[config.mk]
export PLATFORM = sky130hd
export DESIGN_NAME = key_event_decoder_autorepeat
export DESIGN_NICKNAME = d
export VERILOG_FILES = /design/src/rtl/core/ked_pkg.sv /design/src/rtl/core/ked_arrow.sv /design/src/rtl/core/key_event_decoder_autorepeat.sv
export SDC_FILE = /design/constraint.sdc
export NUM_CORES = 1
export LEC_CHECK = 0
export BUFFER_PORTS_ARGS = -buffer_cell sky130_fd_sc_hd__buf_2
export CAP_MARGIN = 0
export CORE_ASPECT_RATIO = 1.25
export CORE_MARGIN = 2
export CORE_UTILIZATION = 45
export DETAILED_ROUTE_END_ITERATION = 6
export GPL_ROUTABILITY_DRIVEN = 1
export GPL_TIMING_DRIVEN = 1
export HOLD_SLACK_MARGIN = 0.05
export PLACE_DENSITY = 0.58
export REMOVE_ABC_BUFFERS = 1
export SLEW_MARGIN = 20
export SYNTH_ARGS = -nofsm -noshare
export SYNTH_HDL_FRONTEND = slang
export SYNTH_SLANG_ARGS = --single-unit
[constraint.sdc]
create_clock -name clk -period 5.9 [get_ports clk]
set_input_delay 1.18 -clock clk [delete_from_list [all_inputs] [get_ports clk]]
set_output_delay 1.18 -clock clk [all_outputs]
set_load 0.005 [all_outputs]
[src/rtl/core/ked_pkg.sv]
// Shared types, constants and lookup functions for the key event decoder.
// Used by ked_arrow and key_event_decoder_autorepeat; depends on nothing.
`default_nettype none

package ked_pkg;

  // Width of arrow hold ages and repeat times
  localparam int TIME_WIDTH = 13;
  // Width of the configuration registers
  localparam int CFG_WIDTH  = 13;
  // Working width for sums and compares of times and register values
  localparam int SUM_W = ((TIME_WIDTH > CFG_WIDTH) ? TIME_WIDTH : CFG_WIDTH) + 1;

  localparam int KEY_WIDTH = 7;
  localparam int NUM_KEYS  = 68;
  localparam int NUM_ARROWS = 4;

  typedef logic [TIME_WIDTH-1:0] time_t;
  typedef logic [CFG_WIDTH-1:0]  cfg_val_t;
  typedef logic [KEY_WIDTH-1:0]  key_t;
  typedef logic [6:0]            ascii_t;

  localparam time_t TIME_MAX = {TIME_WIDTH{1'b1}};

  // Item commands
  typedef enum logic [1:0] {
    CMD_KEY       = 2'd0,
    CMD_TICK      = 2'd1,
    CMD_OVERFLOW  = 2'd2,
    CMD_RECONNECT = 2'd3
  } cmd_t;

  // Configuration register indexes
  localparam logic [1:0] CFG_REPEAT_START  = 2'd0;
  localparam logic [1:0] CFG_REPEAT_PERIOD = 2'd1;
  localparam logic [1:0] CFG_HOLD_MAX      = 2'd2;

  localparam cfg_val_t RST_REPEAT_START  = CFG_WIDTH'(350);
  localparam cfg_val_t RST_REPEAT_PERIOD = CFG_WIDTH'(150);
  localparam cfg_val_t RST_HOLD_MAX      = CFG_WIDTH'(5000);

  // Matrix event numbers of the special keys
  localparam key_t K_ESC_A   = 7'd11;
  localparam key_t K_ESC_B   = 7'd12;
  localparam key_t K_CAPS    = 7'd31;
  localparam key_t K_ALT     = 7'd41;
  localparam key_t K_CTRL    = 7'd49;
  localparam key_t K_UP      = 7'd50;
  localparam key_t K_FN_A    = 7'd51;
  localparam key_t K_SHIFT   = 7'd53;
  localparam key_t K_FN_B    = 7'd58;
  localparam key_t K_LEFT    = 7'd59;
  localparam key_t K_DOWN    = 7'd60;
  localparam key_t K_DEL     = 7'd63;
  localparam key_t K_ENTER_A = 7'd64;
  localparam key_t K_ENTER_B = 7'd66;
  localparam key_t K_RIGHT   = 7'd68;

  // Arrow slots in order right, left, up, down
  localparam key_t ARROW_KEY [NUM_ARROWS] = '{K_RIGHT, K_LEFT, K_UP, K_DOWN};

  // ASCII landmarks
  localparam ascii_t CH_LOWER_A = 7'h61;
  localparam ascii_t CH_LOWER_Z = 7'h7A;
  localparam ascii_t CH_DIGIT_0 = 7'h30;
  localparam ascii_t CH_DIGIT_9 = 7'h39;
  localparam ascii_t CASE_DELTA = 7'h20;

  // Repeat timing registers
  typedef struct packed {
    cfg_val_t start;
    cfg_val_t period;
    cfg_val_t hold_max;
  } cfg_t;

  // Per-arrow control for one processed item
  typedef struct packed {
    logic en;       // an item is processed this cycle
    logic tick;     // millisecond tick
    logic clear;    // overflow or reconnect
    logic press;    // this arrow pressed
    logic lift;     // this arrow released
  } arrow_ctl_t;

  // Saturate a working-width value to the time range
  function automatic time_t sat_time(input logic [SUM_W-1:0] v);
    time_t r;
    if (v > SUM_W'(TIME_MAX)) r = TIME_MAX;
    else r = v[TIME_WIDTH-1:0];
    return r;
  endfunction

  // Printable character of a key number, zero for none
  function automatic ascii_t key_char(input key_t key);
    ascii_t c;
    unique case (key)
      7'd13: c = 7'h31;
      7'd14: c = 7'h32;
      7'd15: c = 7'h33;
      7'd16: c = 7'h34;
      7'd17: c = 7'h35;
      7'd18: c = 7'h36;
      7'd19: c = 7'h37;
      7'd20: c = 7'h38;
      7'd21: c = 7'h71;
      7'd22: c = 7'h77;
      7'd23: c = 7'h65;
      7'd24: c = 7'h72;
      7'd25: c = 7'h74;
      7'd26: c = 7'h79;
      7'd27: c = 7'h75;
      7'd28: c = 7'h69;
      7'd29: c = 7'h6F;
      7'd30: c = 7'h70;
      7'd32: c = 7'h61;
      7'd33: c = 7'h73;
      7'd34: c = 7'h64;
      7'd35: c = 7'h66;
      7'd36: c = 7'h67;
      7'd37: c = 7'h68;
      7'd38: c = 7'h6A;
      7'd39: c = 7'h6B;
      7'd40: c = 7'h6C;
      7'd42: c = 7'h7A;
      7'd43: c = 7'h78;
      7'd44: c = 7'h63;
      7'd45: c = 7'h76;
      7'd46: c = 7'h62;
      7'd47: c = 7'h6E;
      7'd48: c = 7'h6D;
      7'd55: c = 7'h20;
      7'd56: c = 7'h20;
      7'd57: c = 7'h20;
      7'd62: c = 7'h39;
      7'd67: c = 7'h30;
      default: c = '0;
    endcase
    return c;
  endfunction

  // Shifted symbol of a decimal digit
  function automatic ascii_t digit_sym(input logic [3:0] d);
    ascii_t c;
    unique case (d)
      4'd0: c = 7'h29;
      4'd1: c = 7'h21;
      4'd2: c = 7'h40;
      4'd3: c = 7'h23;
      4'd4: c = 7'h24;
      4'd5: c = 7'h25;
      4'd6: c = 7'h5E;
      4'd7: c = 7'h26;
      4'd8: c = 7'h2A;
      4'd9: c = 7'h28;
      default: c = '0;
    endcase
    return c;
  endfunction

endpackage

`default_nettype wire

[src/rtl/core/ked_arrow.sv]
// Hold, age and auto-repeat tracking for one arrow key.
// Depends on ked_pkg for time types, config struct and control struct.
`default_nettype none

module ked_arrow
  import ked_pkg::*;
(
  input  wire logic       clk,
  input  wire logic       rst_n,
  input  wire arrow_ctl_t ctl,
  input  wire cfg_t       cfg,
  output logic            pulse
);

  logic  held_r, held_nxt;
  time_t age_r, age_nxt;
  time_t next_r, next_nxt;

  logic  held_a;
  time_t age_a;
  time_t next_a;
  logic  rep;

  // Apply tick, item action, hold timeout and repeat in model order
  always_comb begin
    held_a = held_r;
    age_a  = age_r;
    next_a = next_r;
    if (ctl.tick && held_r) begin
      age_a = sat_time(SUM_W'(age_r) + SUM_W'(1));
    end
    priority if (ctl.clear) begin
      held_a = 1'b0;
    end else if (ctl.press) begin
      held_a = 1'b1;
      age_a  = '0;
      next_a = sat_time(SUM_W'(cfg.start));
    end else if (ctl.lift) begin
      held_a = 1'b0;
    end else begin
      // no action on this arrow: keep the hold state
    end

    // Drop an arrow held too long
    held_nxt = held_a && !(SUM_W'(age_a) > SUM_W'(cfg.hold_max));
    age_nxt  = age_a;

    // Fire a repeat once the age reaches the scheduled time
    rep      = held_nxt && (age_a >= next_a);
    next_nxt = rep ? sat_time(SUM_W'(age_a) + SUM_W'(cfg.period)) : next_a;
    pulse    = ctl.press || rep;
  end

  always_ff @(posedge clk) begin
    if (!rst_n) begin
      held_r <= 1'b0;
      age_r  <= '0;
      next_r <= '0;
    end else if (ctl.en) begin
      held_r <= held_nxt;
      age_r  <= age_nxt;
      next_r <= next_nxt;
    end
  end

endmodule

`default_nettype wire

[src/rtl/core/key_event_decoder_autorepeat.sv]
// Top level of the key event decoder with arrow auto-repeat.
// Depends on ked_pkg and instantiates ked_arrow for each arrow key.
//
// One result transaction comes out for every input transaction, in order.
// The block accepts one item per clock while the result side does not stall. An
// item is held in the input register and is written to the result register, which
// presents its result, once the result slot is free. The rate rests on the update
// of the modifier and arrow state registers, which every item reads and writes.
// Stalls on the result side back up through the input register without
// losing items.
// Configuration writes (cfg_ready is always high) take effect for the next
// item processed and are meant to be done while no item is in flight.
`default_nettype none

module key_event_decoder_autorepeat
  import ked_pkg::*;
(
  input  wire logic           clk,
  input  wire logic           rst_n,
  // input channel
  input  wire logic           in_valid,
  output logic                in_stall,
  input  wire logic [1:0]     in_cmd,
  input  wire logic [6:0]     in_key_number,
  input  wire logic           in_key_pressed,
  // result channel
  output logic                out_valid,
  input  wire logic           out_stall,
  output logic                out_char_valid,
  output logic [6:0]          out_char_code,
  output logic                out_next_pulse,
  output logic                out_prev_pulse,
  output logic                out_up_pulse,
  output logic                out_down_pulse,
  output logic                out_select_pulse,
  output logic                out_escape_pulse,
  output logic                out_delete_pulse,
  output logic                out_fn_held,
  output logic                out_ctrl_held,
  output logic                out_alt_held,
  // configuration channel
  input  wire logic           cfg_valid,
  output logic                cfg_ready,
  input  wire logic [1:0]     cfg_index,
  input  wire logic [12:0]    cfg_data
);

  typedef struct packed {
    logic                  char_valid;
    ascii_t                char_code;
    logic [NUM_ARROWS-1:0] arrow_pulse;
    logic                  select_pulse;
    logic                  escape_pulse;
    logic                  delete_pulse;
    logic                  fn_held;
    logic                  ctrl_held;
    logic                  alt_held;
  } result_t;

  // Handshake and pipeline registers
  logic    in_vld_r, in_vld_nxt;
  cmd_t    cmd_r;
  key_t    key_r;
  logic    press_r;
  logic    out_valid_r, out_valid_nxt;
  result_t res_r, res_nxt;
  logic    in_take, out_free, adv;

  // Configuration and modifier state
  cfg_t cfg_r;
  logic shift_r, shift_nxt;
  logic caps_r, caps_nxt;
  logic fn_r, fn_nxt;
  logic ctrl_r, ctrl_nxt;
  logic alt_r, alt_nxt;

  arrow_ctl_t            arrow_ctl [NUM_ARROWS];
  logic [NUM_ARROWS-1:0] arrow_pulse;

  logic   key_ok, is_arrow;
  logic   sel, esc, del, cvalid;
  ascii_t raw_char, ccode;

  // Flow control: the input register moves on whenever the result slot frees
  assign out_free  = !out_valid_r || !out_stall;
  assign adv       = in_vld_r && out_free;
  assign in_stall  = in_vld_r && !out_free;
  assign in_take   = in_valid && !in_stall;
  assign cfg_ready = 1'b1;

  always_comb begin
    in_vld_nxt = in_vld_r;
    if (in_take) in_vld_nxt = 1'b1;
    else if (adv) in_vld_nxt = 1'b0;
    out_valid_nxt = out_valid_r;
    if (adv) out_valid_nxt = 1'b1;
    else if (out_free) out_valid_nxt = 1'b0;
  end

  // Decode the item and update modifiers
  assign key_ok   = (key_r >= KEY_WIDTH'(1)) && (key_r <= KEY_WIDTH'(NUM_KEYS));
  assign is_arrow = (key_r == K_RIGHT) || (key_r == K_LEFT) ||
                    (key_r == K_UP) || (key_r == K_DOWN);
  assign raw_char = key_char(key_r);

  always_comb begin
    shift_nxt = shift_r;
    caps_nxt  = caps_r;
    fn_nxt    = fn_r;
    ctrl_nxt  = ctrl_r;
    alt_nxt   = alt_r;
    sel       = 1'b0;
    esc       = 1'b0;
    del       = 1'b0;
    cvalid    = 1'b0;
    ccode     = '0;
    unique case (cmd_r)
      CMD_RECONNECT: begin
        shift_nxt = 1'b0;
        caps_nxt  = 1'b0;
        fn_nxt    = 1'b0;
        ctrl_nxt  = 1'b0;
        alt_nxt   = 1'b0;
      end
      CMD_KEY: begin
        if (key_ok) begin
          priority if (key_r == K_SHIFT) begin
            shift_nxt = press_r;
          end else if (key_r == K_CTRL) begin
            ctrl_nxt = press_r;
          end else if (key_r == K_ALT) begin
            alt_nxt = press_r;
          end else if (key_r == K_FN_A || key_r == K_FN_B) begin
            fn_nxt = press_r;
          end else if (key_r == K_CAPS) begin
            if (press_r) caps_nxt = !caps_r;
          end else if (is_arrow) begin
            // handled by the arrow slots
          end else if (key_r == K_ENTER_A || key_r == K_ENTER_B) begin
            sel = press_r;
          end else if (key_r == K_ESC_A || key_r == K_ESC_B) begin
            esc = press_r;
          end else if (key_r == K_DEL) begin
            esc = press_r;
            del = press_r;
          end else if (press_r && raw_char != '0) begin
            cvalid = 1'b1;
            ccode  = raw_char;
            if (raw_char >= CH_LOWER_A && raw_char <= CH_LOWER_Z) begin
              if (shift_r != caps_r) ccode = raw_char - CASE_DELTA;
            end else if (shift_r && raw_char >= CH_DIGIT_0 && raw_char <= CH_DIGIT_9) begin
              ccode = digit_sym(raw_char[3:0]);
            end
          end else begin
            // release of a plain key or a key without a character: nothing typed
          end
        end
      end
      default: begin
        // tick and overflow leave the modifiers alone
      end
    endcase
  end

  // One tracker per arrow slot
  for (genvar i = 0; i < NUM_ARROWS; i++) begin : g_arrow
    always_comb begin
      arrow_ctl[i].en    = adv;
      arrow_ctl[i].tick  = (cmd_r == CMD_TICK);
      arrow_ctl[i].clear = (cmd_r == CMD_OVERFLOW) || (cmd_r == CMD_RECONNECT);
      arrow_ctl[i].press = (cmd_r == CMD_KEY) && (key_r == ARROW_KEY[i]) && press_r;
      arrow_ctl[i].lift  = (cmd_r == CMD_KEY) && (key_r == ARROW_KEY[i]) && !press_r;
    end

    ked_arrow u_arrow (
      .clk   (clk),
      .rst_n (rst_n),
      .ctl   (arrow_ctl[i]),
      .cfg   (cfg_r),
      .pulse (arrow_pulse[i])
    );
  end

  // Assemble the result transaction
  always_comb begin
    res_nxt.char_valid   = cvalid;
    res_nxt.char_code    = ccode;
    res_nxt.arrow_pulse  = arrow_pulse;
    res_nxt.select_pulse = sel;
    res_nxt.escape_pulse = esc;
    res_nxt.delete_pulse = del;
    res_nxt.fn_held      = fn_nxt;
    res_nxt.ctrl_held    = ctrl_nxt;
    res_nxt.alt_held     = alt_nxt;
  end

  // Control state, modifiers and configuration
  always_ff @(posedge clk) begin
    if (!rst_n) begin
      in_vld_r     <= 1'b0;
      out_valid_r  <= 1'b0;
      shift_r      <= 1'b0;
      caps_r       <= 1'b0;
      fn_r         <= 1'b0;
      ctrl_r       <= 1'b0;
      alt_r        <= 1'b0;
      cfg_r.start    <= RST_REPEAT_START;
      cfg_r.period   <= RST_REPEAT_PERIOD;
      cfg_r.hold_max <= RST_HOLD_MAX;
    end else begin
      in_vld_r    <= in_vld_nxt;
      out_valid_r <= out_valid_nxt;
      if (adv) begin
        shift_r <= shift_nxt;
        caps_r  <= caps_nxt;
        fn_r    <= fn_nxt;
        ctrl_r  <= ctrl_nxt;
        alt_r   <= alt_nxt;
      end
      if (cfg_valid && cfg_ready) begin
        unique case (cfg_index)
          CFG_REPEAT_START:  cfg_r.start    <= cfg_data;
          CFG_REPEAT_PERIOD: cfg_r.period   <= cfg_data;
          CFG_HOLD_MAX:      cfg_r.hold_max <= cfg_data;
          default: begin
            // unused index: drop the write
          end
        endcase
      end
    end
  end

  // Payload registers
  always_ff @(posedge clk) begin
    if (in_take) begin
      cmd_r   <= cmd_t'(in_cmd);
      key_r   <= in_key_number;
      press_r <= in_key_pressed;
    end
    if (adv) begin
      res_r <= res_nxt;
    end
  end

  assign out_valid        = out_valid_r;
  assign out_char_valid   = res_r.char_valid;
  assign out_char_code    = res_r.char_code;
  assign out_next_pulse   = res_r.arrow_pulse[0];
  assign out_prev_pulse   = res_r.arrow_pulse[1];
  assign out_up_pulse     = res_r.arrow_pulse[2];
  assign out_down_pulse   = res_r.arrow_pulse[3];
  assign out_select_pulse = res_r.select_pulse;
  assign out_escape_pulse = res_r.escape_pulse;
  assign out_delete_pulse = res_r.delete_pulse;
  assign out_fn_held      = res_r.fn_held;
  assign out_ctrl_held    = res_r.ctrl_held;
  assign out_alt_held     = res_r.alt_held;

endmodule

`default_nettype wire

* After elaboration in Yosys (flattened, before gate mapping)
Memory sizes are Yosys's and may differ from the RTL's. A register that Yosys moved wholly into a read port is not among the register bits. Cells that the tools add are included.
Word-level totals: word-level logic and storage cells 251, flip-flop bits (word level) 182, output and inout bits 21, memories kept 2, ROM bits 1008, bits of input ports 30
Memory list:
- (no name shown) | words 128, width 7, rd ports 1, clocked after memory_dff 1, write ports 0, RTL line ked_pkg.sv:96 | unique case (key)
- (no name shown) | words 16, width 7, rd ports 1, clocked after memory_dff 0, write ports 0, RTL line ked_pkg.sv:144 | unique case (d)
Operators by class: eq/ne operators 29, $lt $le $gt $ge 22, reductions and logical operators 70, add/subtract/negate cells 9, bitwise gates (word level) 4, mux-type cells 81
Operator list (number):
- $mux W13 | 32
- $gt A14 B13 Y1 const B | 8
- $eq A7 B6 Y1 const B | 9
- $add A13 B1 Y14 const B | 4
- $add A13 B13 Y14 | 4
- $ge A13 B13 Y1 | 4
- $gt A13 B13 Y1 | 4
- $mux W1 | 40
- $logic_and A1 B1 Y1 | 32
- $mux W7 | 4
- $eq A7 B7 Y1 const B | 3
- $reduce_or A9 Y1 | 2
- $ne A2 B2 Y1 const B | 8
- $eq A7 B4 Y1 const B | 2
- $le A7 B7 Y1 const B | 2
- $logic_or A1 B1 Y1 | 12
- $reduce_or A12 Y1 | 1
- $reduce_or A11 Y1 | 1
- $logic_not A1 Y1 | 10
- $pmux W1 S2 | 5
- $reduce_or A10 Y1 | 1
- $reduce_and A9 Y1 | 1
- $eq A7 B5 Y1 const B | 1
- $ge A7 B1 Y1 const B | 1
- 13 further kinds | 24

* Depth between registers and ports, before layout
depth in word-level cells 11, mapped depth 21, gate-level depth less buffers 18

* Cells and area by module
A second synthesis with hierarchy kept.
Second synthesis, totals: cell total of the unflattened synthesis 1937, area, all modules 16139.2 um^2
By module, submodules not included:
- key_event_decoder_autorepeat | times used 1, sequential area each 1901.8 um^2, area an instance 4564.4 um^2, cells each 550
- ked_arrow (g_arrow[2].u_arrow) | times used 1, sequential area each 540.5 um^2, area an instance 2941.6 um^2, cells each 366
- ked_arrow (g_arrow[0].u_arrow) | times used 1, sequential area each 540.5 um^2, area an instance 2939.1 um^2, cells each 333
- ked_arrow (g_arrow[1].u_arrow) | times used 1, sequential area each 540.5 um^2, area an instance 2871.5 um^2, cells each 356
- ked_arrow (g_arrow[3].u_arrow) | times used 1, sequential area each 540.5 um^2, area an instance 2822.7 um^2, cells each 332

* Least setup slack after synthesis
No wires, ideal clock.
kind flip-flop to flip-flop, start point register cmd_r[0], end point register g_arrow[3].u_arrow.next_r[0], data required time 5.781 ns, arrival 4.084 ns, clock period less this slack 4.202 ns, setup time 0.119 ns, cell stages (with the launch flop) 19, path buffers 3, setup slack 1.698 ns, cells stage by stage edfxtp_1 > inv_1 > ha_1 > buf_6 > and2_1 > nand3_1 > nor4_1 > buf_4 > buf_1 > a21oi_1 > ha_1 > and3_1 > o21ai_1 > nand3_1 > a2111oi_0 > o211a_4 > nand2_4 > or4_4 > o221a_1
Between the ends: longest elaborated chain between the ends 10, elaborated cells between the ends (all ways) 26, classes of those cells add/sub (1); order compare (3); eq/ne (3); mux (10); reduce/logical (9)
RTL lines:
- start: declaration | RTL line key_event_decoder_autorepeat.sv:62 | cmd_t cmd_r;
- start signal: assignment | RTL line key_event_decoder_autorepeat.sv:236 | cmd_r <= cmd_t'(in_cmd);
- $eq A2 B1 Y1 / $logic_not A2 Y1 (equally long branches) | RTL line key_event_decoder_autorepeat.sv:169, key_event_decoder_autorepeat.sv:171
- $logic_and A1 B1 Y1 (on tied branches) | RTL line ked_arrow.sv:29, key_event_decoder_autorepeat.sv:171
- $mux W13 / $logic_and A1 B1 Y1 (equally long branches) | RTL line ked_arrow.sv:29, key_event_decoder_autorepeat.sv:171
- $mux W13 | RTL line ked_arrow.sv:34 | end else if (ctl.press) begin
- $mux W13 (*) | RTL line ked_arrow.sv:32 | priority if (ctl.clear) begin
- via g_arrow[3].u_arrow.age_a[4] | RTL line ked_arrow.sv:20 | time_t age_a;
- branches (longest 4 deep; another with $add A13 B13 Y14)
- $mux W13 (*) | RTL line ked_arrow.sv:50 | next_nxt = rep ? sat_time(SUM_W'(age_a) + SUM_W'(cfg.period)) : next_a;
- end signal: assignment | RTL line ked_arrow.sv:62 | next_r <= next_nxt;
- end: declaration | RTL line ked_arrow.sv:17 | time_t next_r, next_nxt;
Mark *: on every way through the listed nets, which the timed path passes. A chain may end at the register's enable or synchronous reset.

* Final worst setup path
start point register cmd_r[0], end point register g_arrow[3].u_arrow.next_r[9]
Same word-level chain as after synthesis.

==> run summary <==
Dpl ws -> 0.900 ns
Tot GR Track Use -> 28.4%
Starting DRT DRC Count -> 1167
WL per Instance -> 21.3 um
EDFF count, synth -> 28
Die footprint -> 0.0340 sq mm
Max-slew headroom -> 25.5%
Grt met1 use -> 36.9%
Tot Pwr -> 3.01 mW
Post-route ant nets -> 0
Post-Syn Area -> 0.0146 sq mm
Final Cycle Share -> 85.8%
CP Max Fanout -> 28
Grt met3 use -> 4.33%
Lkg Pwr -> 6.27 nW
CTS root buf -> clkbuf_16
Post-cts hold buffer count -> 0
Primary FF master, synth -> dfxtp_1
Setup_tns -> 0 ns
Chip width -> 165 um
TritonRoute pass-1 iters -> 5
Final Cell Area -> 0.0158 sq mm
Final setup viols -> 0
Sink Count -> 189
Crit. End Element -> flop
Number of I/O port buffers -> 49
Seq/Total Area, Yosys -> 27.8%
WL final -> 47500 um
Outcome -> complete, no violations
VDD IR max -> 193 uV
H-Tree Depth -> 4
Final Hold Fails -> 0
Nets -> 2023
Min-delay worst type -> flop to flop
Syn Area/Cell -> 8.14 sq um
Distinct cells, synth -> 82
Initial cell density of the core -> 45.8%
Largest net degree at the start of global routing -> 73
Worst-margin pin slew -> 1.11 ns
Worst Path Required -> 6.21 ns
Startpoint Class -> flop
CP Class -> flop to flop
Overflow after GRT -> 0
Vias -> 13600
PD cells -> 191 mW/mm^2
Max Clock Freq -> 0.198 GHz
WP data arrival -> 5.37 ns
Initial antenna violation count -> 0
# diodes -> 0
# fillers -> 3126
RSZ-0062 raised after global routing -> no
Core region area -> 0.0320 sq mm
Post-CTS Setup Inserts -> 0
I/O pins -> 51
Tmin final -> 5.06 ns
Most frequent cells in the layout -> nand2_1 (240), a21oi_1 (203), ha_1 (185), dfxtp_1 (161), nor2_1 (118)
Gate Count Post-Synth -> 1798
Die height -> 206 um
Share of layout cells above drive strength 1 -> 7.48%
Cell Area, Placed -> 0.0152 sq mm
Global-route wire length before repair -> 73200 um
Vias/cell -> 6.10
CTS tree -> done
#FFs+latches synth -> 189
Layout Area Growth over Synthesis -> 7.79%
Yosys warnings -> 0
Worst Skew -> 0.0157 ns
Row cnt -> 73
Placer Congestion -> 0.897
Worst setup margin -> 0.839 ns
Total CTS buffers -> 17
Post-synth ARST share -> 0%
Clock buffer depth -> 2
MaxCap Viol Count -> 0
Most common cell after layout, fill and taps aside -> nand2_1
Vias in the first global route -> 12600
Skew-Pair Late Insertion Delay -> 0.47 ns
Slew Viols, Final -> 0
Post-DP HPWL -> 34200 um
CTS clk-pin slew, worst paths -> 0.08 ns
PostCTS Resize Cnt -> 0
Most Crowded Layer GR -> met2
Drt drc -> 0
Met2 GRT Util -> 46.6%
-- synth_stat cells, types with 20 or more instances --
cell type  instances  area (sq um)
a211oi_1          23           173
a21o_1            24           180
a21oi_1          203          1020
a221oi_1          36           315
clkbuf_1          51           191
dfxtp_1          161          3220
edfxtp_1          28           841
ha_1             185          2310
inv_1             66           248
mux2i_1           67           671
nand2_1          241           905
nand2b_1          20           125
nand3_1           61           305
nand4_1           31           194
nor2_1           119           447
nor3_1            36           180
o21ai_0           98           490
xnor2_1           33           289
xor2_1            37           324
-- per-stage QoR --
step | instances | util (%) | hold WS (ns)
final | 2229 | 49.4 | 0.459
after global routing | 2229 | 49.4 | 0.482
after CTS | 2229 | 49.4 | 0.458
after detailed placement | 2197 | 47.5 | 0.445
after global placement | 2197 | 47.5 | 0.433
after floorplan | 1716 | - | 0.421
-- sequential cells by signal, summed over array words and instances, names as in the netlist, 2 cells and up --
register                count
cmd_r                       2
g_arrow.u_arrow.held_r      4
g_arrow.u_arrow.age_r      52
raw_char                    7
key_r                       7
cfg_r                      39
g_arrow.u_arrow.next_r     52
out_char_code               7
-- cell type report --
cell class,count,area [sq um],area share (%)
Timing Repair Buffer,69,395,2.51
Clock inverter,11,115,0.730
Clock buffer,21,472,2.99
Sequential cell,189,4060,25.8
Multi-Input combinational cell,1459,9960,63.1
Tap cell,412,515,3.27
Inverter,68,256,1.63
-- logic make-up after synthesis --
| family | Yosys count | share of synthesized area, % |
|---|---|---|
| other cells | 1 | 0.0256 |
| buf+inv | 150 | 4.33 |
| xor+xnor | 70 | 4.19 |
| simple gates | 598 | 19.5 |
| mux | 76 | 5.27 |
| fa+ha+maj | 189 | 16.4 |
| flops | 189 | 27.8 |
| compound gates | 525 | 22.6 |
-- critical path: stages (launching register included) --
cell and delay [ns]:
edfxtp_1 0.43, inv_1 0.10, ha_1 0.40, and2_1 0.31, nand3_1 0.22, nor4_2 0.39
buf_4 0.46, a311oi_1 0.23, ha_1 0.36, nor2b_1 0.13, o21ai_1 0.10, nand3_1 0.08
a2111oi_0 0.55, o211a_4 0.25, nand2_4 0.09, nor4_4 0.59, a21boi_0 0.19
-- power breakdown --
| group | leakage [nW] | internal (mW) | switching, mW |
|---|---|---|---|
| sequential | 1.57 | 1.35 | 0.0608 |
| combinational | 4.41 | 0.134 | 0.255 |
| clock | 0.287 | 0.631 | 0.574 |
| total | 6.27 | 2.12 | 0.890 |
-- routing by layer --
| metal | up-vias | wire length (um) |
|---|---|---|
| met5 | - | 0 |
| met4 | 0 | 2000 |
| met3 | 99 | 3150 |
| met2 | 439 | 21900 |
| met1 | 6458 | 20500 |
| li1 | 6595 | - |
-- path summary, 6_finish.rpt --
kind | slack [ns] | depth (start not counted) | start | to
setup reg to reg | 0.84 | 16 | cmd_r[0] | g_arrow[3].u_arrow.next_r[9]
setup / recovery | 0.84 | 16 | cmd_r[0] | g_arrow[3].u_arrow.next_r[9]
hold / removal | 0.46 | 2 | ctrl_r | ctrl_r
hold reg to reg | 0.46 | 2 | ctrl_r | ctrl_r
No activity file was read; power rests on OpenSTA's default activity.
